<file path="src/rtl/qcps_pkg.sv">
`timescale 1ns / 1ps
// Shared constants, codes and types of the quadrature counter and speed block.
package qcps_pkg;

    localparam int CountWidth = 32;
    localparam int TimeWidth  = 32;
    localparam int ConstWidth = 24;
    localparam int SpeedWidth = 14;
    localparam int CfgIndexWidth = 2;

    localparam int DivSteps      = ConstWidth;
    localparam int DivCountWidth = $clog2(DivSteps + 1);

    localparam logic [1:0] ACT_EDGE    = 2'd0;
    localparam logic [1:0] ACT_TIMEOUT = 2'd1;
    localparam logic [1:0] ACT_CLEAR   = 2'd2;

    localparam logic [CfgIndexWidth-1:0] CFG_SPEED_CONSTANT = 2'd0;
    localparam logic [CfgIndexWidth-1:0] CFG_INVERT_LEFT    = 2'd1;
    localparam logic [CfgIndexWidth-1:0] CFG_INVERT_RIGHT   = 2'd2;

    localparam logic [TimeWidth-1:0]  EDGE_MIN_INTERVAL    = 32'd3000;
    localparam logic [TimeWidth-1:0]  VOID_MARGIN          = 32'd10;
    localparam logic [ConstWidth-1:0] SPEED_LIMIT          = 24'd8191;
    localparam logic [ConstWidth-1:0] SPEED_CONSTANT_RESET = 24'd1000000;

    typedef struct packed {
        logic accept;
        logic div_step;
        logic load_out;
    } qcps_cmd_t;

endpackage

</file>
<file path="src/rtl/qcps_if.sv">
`timescale 1ns / 1ps
// Valid/ready channel interfaces for encoder items and result beats.
interface qcps_item_if;
    logic        valid;
    logic        ready;
    logic [1:0]  action;
    logic        side;
    logic        pin_a;
    logic        pin_b;
    logic [31:0] now_us;

    modport source (output valid, action, side, pin_a, pin_b, now_us, input ready);
    modport sink (input valid, action, side, pin_a, pin_b, now_us, output ready);
endinterface

interface qcps_result_if;
    logic               valid;
    logic               ready;
    logic signed [31:0] path_count;
    logic signed [13:0] speed;
    logic               forward;

    modport source (output valid, path_count, speed, forward, input ready);
    modport sink (input valid, path_count, speed, forward, output ready);
endinterface

</file>
<file path="src/rtl/qcps_ctrl.sv">
`timescale 1ns / 1ps
// Controller: accepts an item, sequences the divider steps and loads the result beat.
module qcps_ctrl
    import qcps_pkg::*;
(
    input  logic      clk,
    input  logic      rst_n,
    input  logic      item_valid,
    output logic      item_ready,
    output logic      result_valid,
    input  logic      result_ready,
    output qcps_cmd_t cmd
);

    localparam logic ST_IDLE = 1'b0;
    localparam logic ST_DIV  = 1'b1;

    logic                     state_reg;
    logic                     state_next;
    logic [DivCountWidth-1:0] step_cnt_reg;
    logic [DivCountWidth-1:0] step_cnt_next;
    logic                     result_valid_reg;
    logic                     result_valid_next;
    logic                     div_done;

    always_comb
    begin
        div_done     = (step_cnt_reg == DivCountWidth'(DivSteps));
        item_ready   = (state_reg == ST_IDLE);
        result_valid = result_valid_reg;

        cmd.accept   = (state_reg == ST_IDLE) && item_valid;
        cmd.div_step = (state_reg == ST_DIV) && !div_done;
        cmd.load_out = (state_reg == ST_DIV) && div_done
                       && (!result_valid_reg || result_ready);

        state_next    = state_reg;
        step_cnt_next = step_cnt_reg;
        case (state_reg)
            ST_IDLE:
            begin
                if (cmd.accept)
                begin
                    state_next    = ST_DIV;
                    step_cnt_next = '0;
                end
            end
            ST_DIV:
            begin
                if (cmd.div_step)
                begin
                    step_cnt_next = step_cnt_reg + DivCountWidth'(1);
                end
                if (cmd.load_out)
                begin
                    state_next = ST_IDLE;
                end
            end
            default:
            begin
                state_next = ST_IDLE;
            end
        endcase

        if (cmd.load_out)
        begin
            result_valid_next = 1'b1;
        end
        else if (result_ready)
        begin
            result_valid_next = 1'b0;
        end
        else
        begin
            result_valid_next = result_valid_reg;
        end
    end

    always_ff @(posedge clk or negedge rst_n)
    begin
        if (!rst_n)
        begin
            state_reg        <= ST_IDLE;
            step_cnt_reg     <= '0;
            result_valid_reg <= 1'b0;
        end
        else
        begin
            state_reg        <= state_next;
            step_cnt_reg     <= step_cnt_next;
            result_valid_reg <= result_valid_next;
        end
    end

endmodule

</file>
<file path="src/rtl/qcps_datapath.sv">
`timescale 1ns / 1ps
// Datapath: configuration, per-wheel encoder state, restoring divider and result registers.
module qcps_datapath
    import qcps_pkg::*;
(
    input  logic                         clk,
    input  logic                         rst_n,
    input  qcps_cmd_t                    cmd,
    input  logic                         cfg_we,
    input  logic [CfgIndexWidth-1:0]     cfg_index,
    input  logic [ConstWidth-1:0]        cfg_wdata,
    input  logic [1:0]                   action,
    input  logic                         side,
    input  logic                         pin_a,
    input  logic                         pin_b,
    input  logic [TimeWidth-1:0]         now_us,
    output logic signed [CountWidth-1:0] path_count,
    output logic signed [SpeedWidth-1:0] speed,
    output logic                         forward
);

    logic [ConstWidth-1:0] speed_constant_reg;
    logic                  invert_left_reg;
    logic                  invert_right_reg;

    logic [CountWidth-1:0] edge_count_reg [2];
    logic                  moving_forward_reg [2];
    logic [TimeWidth-1:0]  last_edge_time_reg [2];
    logic                  edge_time_valid_reg [2];
    logic [TimeWidth-1:0]  edge_interval_reg [2];

    logic [CountWidth-1:0] count_next;
    logic                  fwd_next;
    logic [TimeWidth-1:0]  time_next;
    logic                  tvalid_next;
    logic [TimeWidth-1:0]  interval_next;
    logic [TimeWidth-1:0]  elapsed;
    logic                  inv;

    logic [CountWidth-1:0] res_count_reg;
    logic                  res_dir_reg;
    logic [TimeWidth-1:0]  divisor_reg;
    logic [TimeWidth-1:0]  rem_reg;
    logic [ConstWidth-1:0] quo_reg;
    logic [TimeWidth:0]    trial;
    logic [SpeedWidth-1:0] quo_sat;

    logic signed [CountWidth-1:0] path_count_reg;
    logic signed [SpeedWidth-1:0] speed_reg;
    logic                         forward_reg;

    always_comb
    begin
        inv           = side ? invert_right_reg : invert_left_reg;
        elapsed       = now_us - last_edge_time_reg[side];
        count_next    = edge_count_reg[side];
        fwd_next      = moving_forward_reg[side];
        time_next     = last_edge_time_reg[side];
        tvalid_next   = edge_time_valid_reg[side];
        interval_next = edge_interval_reg[side];
        case (action)
            ACT_EDGE:
            begin
                if (pin_a ^ pin_b)
                begin
                    count_next = edge_count_reg[side] + CountWidth'(1);
                    fwd_next   = 1'b1;
                end
                else
                begin
                    count_next = edge_count_reg[side] - CountWidth'(1);
                    fwd_next   = 1'b0;
                end
                if (edge_time_valid_reg[side] && (elapsed > EDGE_MIN_INTERVAL))
                begin
                    interval_next = elapsed;
                end
                time_next   = now_us;
                tvalid_next = 1'b1;
            end
            ACT_TIMEOUT:
            begin
                if (!edge_time_valid_reg[side]
                    || (elapsed > TimeWidth'(speed_constant_reg)))
                begin
                    tvalid_next   = 1'b0;
                    interval_next = TimeWidth'(speed_constant_reg) + VOID_MARGIN;
                end
            end
            ACT_CLEAR:
            begin
                count_next = '0;
            end
            default:
            begin
                count_next = edge_count_reg[side];
            end
        endcase

        trial   = {rem_reg, quo_reg[ConstWidth-1]} - {1'b0, divisor_reg};
        quo_sat = (quo_reg > SPEED_LIMIT) ? SpeedWidth'(SPEED_LIMIT)
                                          : quo_reg[SpeedWidth-1:0];

        path_count = path_count_reg;
        speed      = speed_reg;
        forward    = forward_reg;
    end

    always_ff @(posedge clk or negedge rst_n)
    begin
        if (!rst_n)
        begin
            speed_constant_reg <= SPEED_CONSTANT_RESET;
            invert_left_reg    <= 1'b0;
            invert_right_reg   <= 1'b0;
            for (int s = 0; s < 2; s++)
            begin
                edge_count_reg[s]      <= '0;
                moving_forward_reg[s]  <= 1'b1;
                last_edge_time_reg[s]  <= '0;
                edge_time_valid_reg[s] <= 1'b0;
                edge_interval_reg[s]   <= TimeWidth'(SPEED_CONSTANT_RESET) + VOID_MARGIN;
            end
        end
        else
        begin
            if (cfg_we)
            begin
                case (cfg_index)
                    CFG_SPEED_CONSTANT: speed_constant_reg <= cfg_wdata;
                    CFG_INVERT_LEFT:    invert_left_reg    <= cfg_wdata[0];
                    CFG_INVERT_RIGHT:   invert_right_reg   <= cfg_wdata[0];
                    default:            speed_constant_reg <= speed_constant_reg;
                endcase
            end
            if (cmd.accept)
            begin
                edge_count_reg[side]      <= count_next;
                moving_forward_reg[side]  <= fwd_next;
                last_edge_time_reg[side]  <= time_next;
                edge_time_valid_reg[side] <= tvalid_next;
                edge_interval_reg[side]   <= interval_next;
            end
        end
    end

    always_ff @(posedge clk)
    begin
        if (cmd.accept)
        begin
            res_count_reg <= inv ? (CountWidth'(0) - count_next) : count_next;
            res_dir_reg   <= fwd_next ^ inv;
            divisor_reg   <= (interval_next == '0) ? TimeWidth'(1) : interval_next;
            rem_reg       <= '0;
            quo_reg       <= speed_constant_reg;
        end
        else if (cmd.div_step)
        begin
            if (!trial[TimeWidth])
            begin
                rem_reg <= trial[TimeWidth-1:0];
                quo_reg <= {quo_reg[ConstWidth-2:0], 1'b1};
            end
            else
            begin
                rem_reg <= {rem_reg[TimeWidth-2:0], quo_reg[ConstWidth-1]};
                quo_reg <= {quo_reg[ConstWidth-2:0], 1'b0};
            end
        end

        if (cmd.load_out)
        begin
            path_count_reg <= res_count_reg;
            speed_reg      <= res_dir_reg ? quo_sat : (SpeedWidth'(0) - quo_sat);
            forward_reg    <= res_dir_reg;
        end
    end

endmodule

</file>
<file path="src/rtl/quadrature_count_and_period_speed.sv">
`timescale 1ns / 1ps
// Top level of the two-wheel quadrature counter with period-based speed.
// Each accepted item updates the addressed wheel's count, direction and edge timing
// in its acceptance cycle, then a restoring divider forms the 24-bit quotient
// speed_constant / interval one bit per cycle; the result beat is then loaded once the
// result register is free or being taken, and the next item can be accepted in the
// cycle after the load. The result register lets the next item enter and divide while
// the previous beat still waits to be taken. Configuration writes take effect at once
// and are expected only while no item is in flight.
module quadrature_count_and_period_speed
    import qcps_pkg::*;
(
    input  logic                     clk,
    input  logic                     rst_n,
    qcps_item_if.sink                item,
    qcps_result_if.source            result,
    input  logic                     cfg_we,
    input  logic [CfgIndexWidth-1:0] cfg_index,
    input  logic [ConstWidth-1:0]    cfg_wdata
);

    qcps_cmd_t cmd;

    qcps_ctrl u_ctrl (
        .clk          (clk),
        .rst_n        (rst_n),
        .item_valid   (item.valid),
        .item_ready   (item.ready),
        .result_valid (result.valid),
        .result_ready (result.ready),
        .cmd          (cmd)
    );

    qcps_datapath u_datapath (
        .clk        (clk),
        .rst_n      (rst_n),
        .cmd        (cmd),
        .cfg_we     (cfg_we),
        .cfg_index  (cfg_index),
        .cfg_wdata  (cfg_wdata),
        .action     (item.action),
        .side       (item.side),
        .pin_a      (item.pin_a),
        .pin_b      (item.pin_b),
        .now_us     (item.now_us),
        .path_count (result.path_count),
        .speed      (result.speed),
        .forward    (result.forward)
    );

endmodule
</file>
<file path="src/flat_wrapper.sv">
// flat-port wrapper written by rule: the top's interface ports become plain ports
module quadrature_count_and_period_speed_flat import qcps_pkg::*;
  (clk, rst_n, cfg_we, cfg_index, cfg_wdata, item_valid, item_action, item_side, item_pin_a, item_pin_b, item_now_us, item_ready, result_valid, result_path_count, result_speed, result_forward, result_ready);
  qcps_item_if item_i ();
  qcps_result_if result_i ();
  input  logic clk;
  input  logic rst_n;
  input  logic cfg_we;
  input  logic [CfgIndexWidth-1:0] cfg_index;
  input  logic [ConstWidth-1:0] cfg_wdata;
  input wire logic [$bits(item_i.valid)-1:0] item_valid;
  input wire logic [$bits(item_i.action)-1:0] item_action;
  input wire logic [$bits(item_i.side)-1:0] item_side;
  input wire logic [$bits(item_i.pin_a)-1:0] item_pin_a;
  input wire logic [$bits(item_i.pin_b)-1:0] item_pin_b;
  input wire logic [$bits(item_i.now_us)-1:0] item_now_us;
  output wire logic [$bits(item_i.ready)-1:0] item_ready;
  output wire logic [$bits(result_i.valid)-1:0] result_valid;
  output wire logic [$bits(result_i.path_count)-1:0] result_path_count;
  output wire logic [$bits(result_i.speed)-1:0] result_speed;
  output wire logic [$bits(result_i.forward)-1:0] result_forward;
  input wire logic [$bits(result_i.ready)-1:0] result_ready;
  assign item_i.valid = item_valid;
  assign item_i.action = item_action;
  assign item_i.side = item_side;
  assign item_i.pin_a = item_pin_a;
  assign item_i.pin_b = item_pin_b;
  assign item_i.now_us = item_now_us;
  assign item_ready = item_i.ready;
  assign result_valid = result_i.valid;
  assign result_path_count = result_i.path_count;
  assign result_speed = result_i.speed;
  assign result_forward = result_i.forward;
  assign result_i.ready = result_ready;
  quadrature_count_and_period_speed u_core (.clk(clk), .rst_n(rst_n), .item(item_i), .result(result_i), .cfg_we(cfg_we), .cfg_index(cfg_index), .cfg_wdata(cfg_wdata));
endmodule
</file>
<file path="config.mk">
export PLATFORM = sky130hd
export DESIGN_NAME = quadrature_count_and_period_speed_flat
export DESIGN_NICKNAME = d
export VERILOG_FILES = /design/src/rtl/qcps_pkg.sv /design/src/rtl/qcps_if.sv /design/src/rtl/qcps_ctrl.sv /design/src/rtl/qcps_datapath.sv /design/src/rtl/quadrature_count_and_period_speed.sv /design/src/flat_wrapper.sv
export SDC_FILE = /design/constraint.sdc
export NUM_CORES = 1
export LEC_CHECK = 0
export ABC_CLOCK_PERIOD_IN_PS = 7100
export BUFFER_PORTS_ARGS = -buffer_cell sky130_fd_sc_hd__buf_2
export CORE_MARGIN = 3
export CORE_UTILIZATION = 35
export CTS_CLUSTER_DIAMETER = 200
export CTS_CLUSTER_SIZE = 40
export DETAILED_ROUTE_END_ITERATION = 7
export GPL_TIMING_DRIVEN = 0
export PLACE_DENSITY = 0.55
export SYNTH_ARGS = -nofsm -noshare
export SYNTH_HDL_FRONTEND = slang
export SYNTH_HIERARCHICAL = 1
export SYNTH_SLANG_ARGS = --single-unit
</file>
<file path="constraint.sdc">
create_clock -name clk -period 7.1 [get_ports clk]
set_input_delay 0.355 -clock clk [delete_from_list [all_inputs] [get_ports clk]]
set_output_delay 0.355 -clock clk [all_outputs]
set_load 0.03 [all_outputs]
</file>
; ---- Word-level counts from Yosys, hierarchy flattened
; Index checks and enable logic that the tools add are counted.
[word_totals]
latchBits = 0
ff_bits = 397
rom_bits = 0
n_memories = 0
ram_bits = 0
input_bits = 68
word_cells = 118
[classes]
div = 0
eq_ne = 7
reduce_logical = 20
magnitude_cmp = 5
add_sub_neg = 8
muxes = 50
shifts = 0
bitwise_logic = 4
multipliers = 0
[op_table]
columns = op, count
row1 = $mux 32, 16
row2 = $bwmux 64, 3
row3 = $pmux 32 s2, 2
row4 = $mux 24, 2
row5 = $sub 33x32->33, 1
row6 = $add 32x1->32 const B, 1
row7 = $demux 32 s1, 1
row8 = $gt 32x12->1 const B, 1
row9 = $gt 32x24->1, 1
row10 = $logic_not 32->1, 1
row11 = $sub 1x32->32 const A, 1
row12 = $sub 32x1->32 const B, 1
row13 = $sub 32x32->32, 1
row14 = $mux 14, 2
row15 = $add 24x4->25 const B, 1
row16 = $gt 24x13->1 const B, 1
row17 = $mux 1, 16
row18 = $sub 1x14->14 const A, 1
row19 = $mux 5, 2
row20 = $pmux 5 s2, 1
row21 = $reduce_and 2->1, 4
row22 = $logic_and 1x1->1, 6
row23 = $add 5x1->5 const B, 1
row24 = $eq 5x5->1 const B, 1
row25 = 15 further kinds, 26

; ---- Depth between registers and ports, before layout
[logic_depth]
ltp_word = 10
depth_mapped = 34

; ---- Cells and area by module
; The synthesis kept the hierarchy.
[by_module_without_submodules]
columns = module, cells_each, instances, area_per_inst_um2
row1 = qcps_datapath, 2425, 1, 23707.7
row2 = qcps_ctrl, 37, 1, 380.4

; ---- Worst setup path before layout
; Ideal clock, no wire load.
[synth_path]
kind = input to register
start = input port item_side
end = register u_core.u_datapath.divisor_reg[0], data pin
required_time_ns = 6.935
stages = 32
path_slack_ns = -1.660
path_buffers = 8
arrival_time_ns = 8.595
cell_sequence = clkbuf_1 > clkbuf_1 > buf_1 > clkbuf_1 > clkbuf_1 > buf_1 > clkbuf_1 > buf_1 > mux2i_1 > ha_1 > a21o_1 > a211o_1 > o21a_1 > o41a_1 > a311o_1 > a21oi_1 > xnor2_1 > ha_1 > or4_1 > a21oi_1 > o211ai_1 > o21ai_0 > a21oi_1 > a211oi_1 > a31oi_1 > nor3_2 > o31ai_1 > a221oi_1 > inv_1 > nor4_1 > nand4_1 > o31ai_2
[synth_between]
elab_chain_len = 10
word_cells_on_any_way = 20
classes_between = add/sub: 1 / order compare: 2 / mux: 12 / bitwise: 1 / reduce/logical: 4
[synth_lines]
columns = item, line
row1 = "start, declared", flat_wrapper.sv:13  ; input wire logic [$bits(item_i.side)-1:0] item_side;
row2 = $not 1->2 (not written as such) (*), --
row3 = $mux 32 (not written as such) (3 in a row), qcps_datapath.sv:55  ; elapsed = now_us - last_edge_time_reg[side];
row4 = $sub 32x32->32, qcps_datapath.sv:55
row5 = $gt 32x24->1 or $gt 32x12->1 (tied branches), "qcps_datapath.sv:84, qcps_datapath.sv:74"
row6 = $logic_or 1x1->1 or $logic_and 1x1->1 (tied branches), "qcps_datapath.sv:84, qcps_datapath.sv:74"
row7 = $mux 32 (on tied branches), "qcps_datapath.sv:83, qcps_datapath.sv:74"
row8 = $pmux 32 s2 (*), qcps_datapath.sv:61  ; case (action)
row9 = $logic_not 32->1, qcps_datapath.sv:153  ; divisor_reg <= (interval_next == '0) ? TimeWidth'(1) : interval_next;
row10 = "end signal, assigned", qcps_datapath.sv:153
row11 = "end, declared", qcps_datapath.sv:42  ; logic [TimeWidth-1:0] divisor_reg;
; Every way passes the cells marked *; elsewhere a longest branch is shown, timed or not. The select of a mux whose other input is x is not followed.
; A chain may end at the register's enable or synchronous reset.

; ---- Final worst setup path
; Ends and elaborated chain as after synthesis.

==> flow_summary.json <==
{
  "place.gp.congestion": 0.931,
  "cts_inserted_buffers": 13,
  "mappedNetlistArea_sq_um": 24100,
  "cap_viol_max_count": 0,
  "core.rowCount": 95,
  "drt_pass_1_iters": 5,
  "irDropWorstVdd_mv": 0.166,
  "final_layout_size_suffix_gt1_share_pct": 15.1,
  "tns_ns": 0,
  "std_cell_core_area_sq_um": 67600,
  "postSynthCellCount": 2462,
  "grt_pass1_wl_um": 112000,
  "clockPowerShare_pct": 10.2,
  "area_delta_synth_final_pct": 10.3,
  "leakagePower_nw": 11.2,
  "routed_wire_length_per_instance_um": 20.5,
  "finalWorstPathRequiredPeriod_ns": 6.82,
  "outcome": "finished clean",
  "via_count_of_the_first_global_routing_pass": 19478,
  "totalPowerFinal_w": 0.0104,
  "p_sw_share_pct": 43.5,
  "syn_area_per_cell_sq_um": 9.78,
  "syn-num-nets": 2655,
  "tritoncts": "built",
  "max_slew.worst_pin.slew_ns": 1.15,
  "clock.fmax_mhz": 147,
  "drt_iter0_drc": 1503,
  "synth.area.top_cells": "sky130_fd_sc_hd__dfrtp_1 21%, sky130_fd_sc_hd__edfxtp_1 17%, sky130_fd_sc_hd__mux2_2 6.7%, sky130_fd_sc_hd__ha_1 6.3%, sky130_fd_sc_hd__o21ai_0 5.0%",
  "crit_path_max_fanout": 38,
  "die_area_sq_um": 72000,
  "synth_flop_cell": "sky130_fd_sc_hd__dfrtp_1",
  "synthMostInstantiatedCell": "sky130_fd_sc_hd__nand2_1",
  "register_bit_count_reported_by_yosys": 397,
  "timing.final.max_slew_violations": 0,
  "netlist-cell-type-count": 94,
  "cp-start-kind": "input port",
  "post-route-period-util_pct": 96.1,
  "num-nets-final": 2798,
  "async_reset_ff_share_pct": 57.7,
  "synth_top_area_cell": "sky130_fd_sc_hd__dfrtp_1",
  "finClkSkew_ns": 0.0330,
  "drt_wl_total_um": 71300,
  "fp.dieW_um": 268,
  "post-route-util_pct": 39.3,
  "power.internal_w": 0.00585,
  "maximum_buffer_depth_of_the_clock_tree": 3,
  "report.final.setup_viol": 0,
  "synth_enable_flop_cells": 136,
  "hpwl_um": 54900,
  "start_util_pct": 35.6,
  "ys_seq_area_share_pct": 43.5,
  "clkLatencyLatePin_ns": 0.56,
  "timing.critical_path.from": "item_side",
  "slew_headroom_pct": 23.2,
  "antenna_cells_inserted": 0,
  "postRouteAntennaNets": 0,
  "pin_count_of_the_biggest_net_entering_global_routing": 92,
  "pin_count": 117,
  "cp_data_required_time_ns": 7.48,
  "min_from": "cfg_wdata[13]",
  "grt_setup_unrepaired": "false",
  "min-delay-path-class": "in -> reg",
  "die_height_um": 268,
  "grt.total_usage_pct": 19.6,
  "clock_tree.htree_level_count": 1,
  "power_per_cell_area_nw_per_um2": 390,
  "drc": 0,
  "clock-sinks": 397,
  "top_cells_by_count_synth": "265 x sky130_fd_sc_hd__nand2_1, 239 x sky130_fd_sc_hd__o21ai_0, 202 x sky130_fd_sc_hd__dfrtp_1, 151 x sky130_fd_sc_hd__nor2_1, 143 x sky130_fd_sc_hd__mux2_2",
  "share_of_yosys_cell_area_claimed_by_the_top_area_cell_type_pct": 21.0,
  "clkSlewWorstSetupHoldPaths_ns": 0.15,
  "timing.final.hold_violations": 0,
  "grt_overflow_total": 0,
  "power.sequential.fraction_pct": 35.0,
  "netSwitchingPower_w": 0.00450,
  "yosysWarningCount": 6,
  "route.vias.total": 19601,
  "nature_of_the_critical_path_endpoint": "register",
  "port_buffers": 114,
  "critPathKind": "in -> reg",
  "worst_r2r_startpoint": "u_core/u_datapath/last_edge_time_reg[32]",
  "worst-endpoint-arrival_ns": 7.20,
  "cts.root.buffer_cell": "sky130_fd_sc_hd__clkbuf_16",
  "comb_power_share_pct": 54.9,
  "number_of_antenna_violations_at_the_first_check_in_global_routing": 0,
  "drt-vias-per-instance": 5.63
}
logic make-up (layout without fill, tap and decap cells):
kind of cell	Yosys count	in the layout	synth area share (%)
simple gates	693	693	13.8
xor+xnor	120	120	4.36
fa+ha+maj	125	125	6.59
compound gates	660	660	17.6
mux	229	229	10.3
buf+inv	238	387	3.78
flops	397	397	43.5
power by group through the flow:
stage          Combinational [W]  Clock [W]  Sequential, W
2_1_floorplan            0.00408          0        0.00357
6_report                 0.00568    0.00105        0.00362
3_3_place_gp             0.00539          0        0.00364
3_5_place_dp             0.00555          0        0.00367
4_1_cts                  0.00561    0.00111        0.00362
5_1_grt                  0.00627    0.00118        0.00371
what timing repair did:
action	CTS	global route
gates cloned	1	0
pin swaps	4	5
hold buffers	4	0
buffers inserted	5	1
endpoints found under the setup margin	98	1
resized for setup	26	9
hold endpoints to repair	56	0
metrics by stage:
step           hold WS (ns)  setup WS [ns]  instance area [sq um]  std cells
2_1_floorplan        0.0594         0.0136                  24100       2462
3_3_place_gp          0.405          -2.64                  25800       3449
3_5_place_dp          0.308          -2.69                  26000       3456
4_1_cts             0.00205         0.0483                  26500       3484
5_1_grt             0.00588         0.0243                  26600       3484
6_report             0.0189          0.276                  26600       3484
per-layer routing:
layer	up-vias	track usage, %	wire [um]	share of wire, %
met3	94	2.35	3690	5.2
met2	539	32.6	33300	47
li1	9274	-	-	-
met4	0	5.70	2010	2.8
met1	9694	26.8	32300	45
met5	-	0	0	0
cell usage in the layout (no fill, tap or decap), types with 84 or more instances in the layout:
cell                       instances
sky130_fd_sc_hd__edfxtp_1        136
sky130_fd_sc_hd__dfrtp_1         202
sky130_fd_sc_hd__ha_1            121
sky130_fd_sc_hd__a21oi_1         111
sky130_fd_sc_hd__o21ai_0         238
sky130_fd_sc_hd__mux2i_1          84
sky130_fd_sc_hd__buf_2           115
sky130_fd_sc_hd__mux2_2          143
sky130_fd_sc_hd__inv_1           120
sky130_fd_sc_hd__clkbuf_1         99
sky130_fd_sc_hd__nand2_1         265
sky130_fd_sc_hd__nor2_1          151
final timing paths:
kind / end / slack [ns] / cells past startpoint
max: u_core/u_datapath/divisor_reg[0] / 0.28 / 28
min: u_core/u_datapath/speed_constant_reg[13] / 0.02 / 3
max reg2reg: u_core/u_datapath/divisor_reg[0] / 0.43 / 23
min reg2reg: u_core/u_datapath/path_count[9] / 0.43 / 0
max in group asynchronous: u_core/u_datapath/speed_constant_reg[16] / 5.54 / 4
min in group asynchronous: u_core/u_datapath/edge_count_reg[6] / 0.30 / 2
critical path, cell delays in order:
cell	delay (ns)
sky130_fd_sc_hd__clkbuf_4	0.20
sky130_fd_sc_hd__clkbuf_16	0.31
sky130_fd_sc_hd__buf_8	0.20
sky130_fd_sc_hd__mux2i_2	0.25
sky130_fd_sc_hd__ha_1	0.32
sky130_fd_sc_hd__a21o_1	0.23
sky130_fd_sc_hd__a211o_1	0.29
sky130_fd_sc_hd__o21a_1	0.20
sky130_fd_sc_hd__o41a_1	0.54
sky130_fd_sc_hd__a311o_1	0.44
sky130_fd_sc_hd__a21oi_4	0.20
sky130_fd_sc_hd__xnor2_4	0.15
sky130_fd_sc_hd__ha_4	0.25
sky130_fd_sc_hd__or4_1	0.39
sky130_fd_sc_hd__a21oi_1	0.18
sky130_fd_sc_hd__o211ai_1	0.17
sky130_fd_sc_hd__o21ai_0	0.12
sky130_fd_sc_hd__a21oi_1	0.10
sky130_fd_sc_hd__a211oi_2	0.36
sky130_fd_sc_hd__a31o_2	0.22
sky130_fd_sc_hd__clkbuf_4	0.25
sky130_fd_sc_hd__a311oi_1	0.12
sky130_fd_sc_hd__o21ai_0	0.20
sky130_fd_sc_hd__o211a_1	0.31
sky130_fd_sc_hd__inv_1	0.09
sky130_fd_sc_hd__nor4_1	0.27
sky130_fd_sc_hd__nand4_1	0.19
sky130_fd_sc_hd__o31ai_2	0.25
cell type report:
class,count,area [sq um]
fill,6695,41100
multi-input combinational,1827,12900
sequential,397,10500
tap,873,1090
timing repair buffer,133,852
buffer,109,470
inverter,124,465
clock buffer,20,352
clock inverter,1,5.00
(Power assumes the default switching activity.)
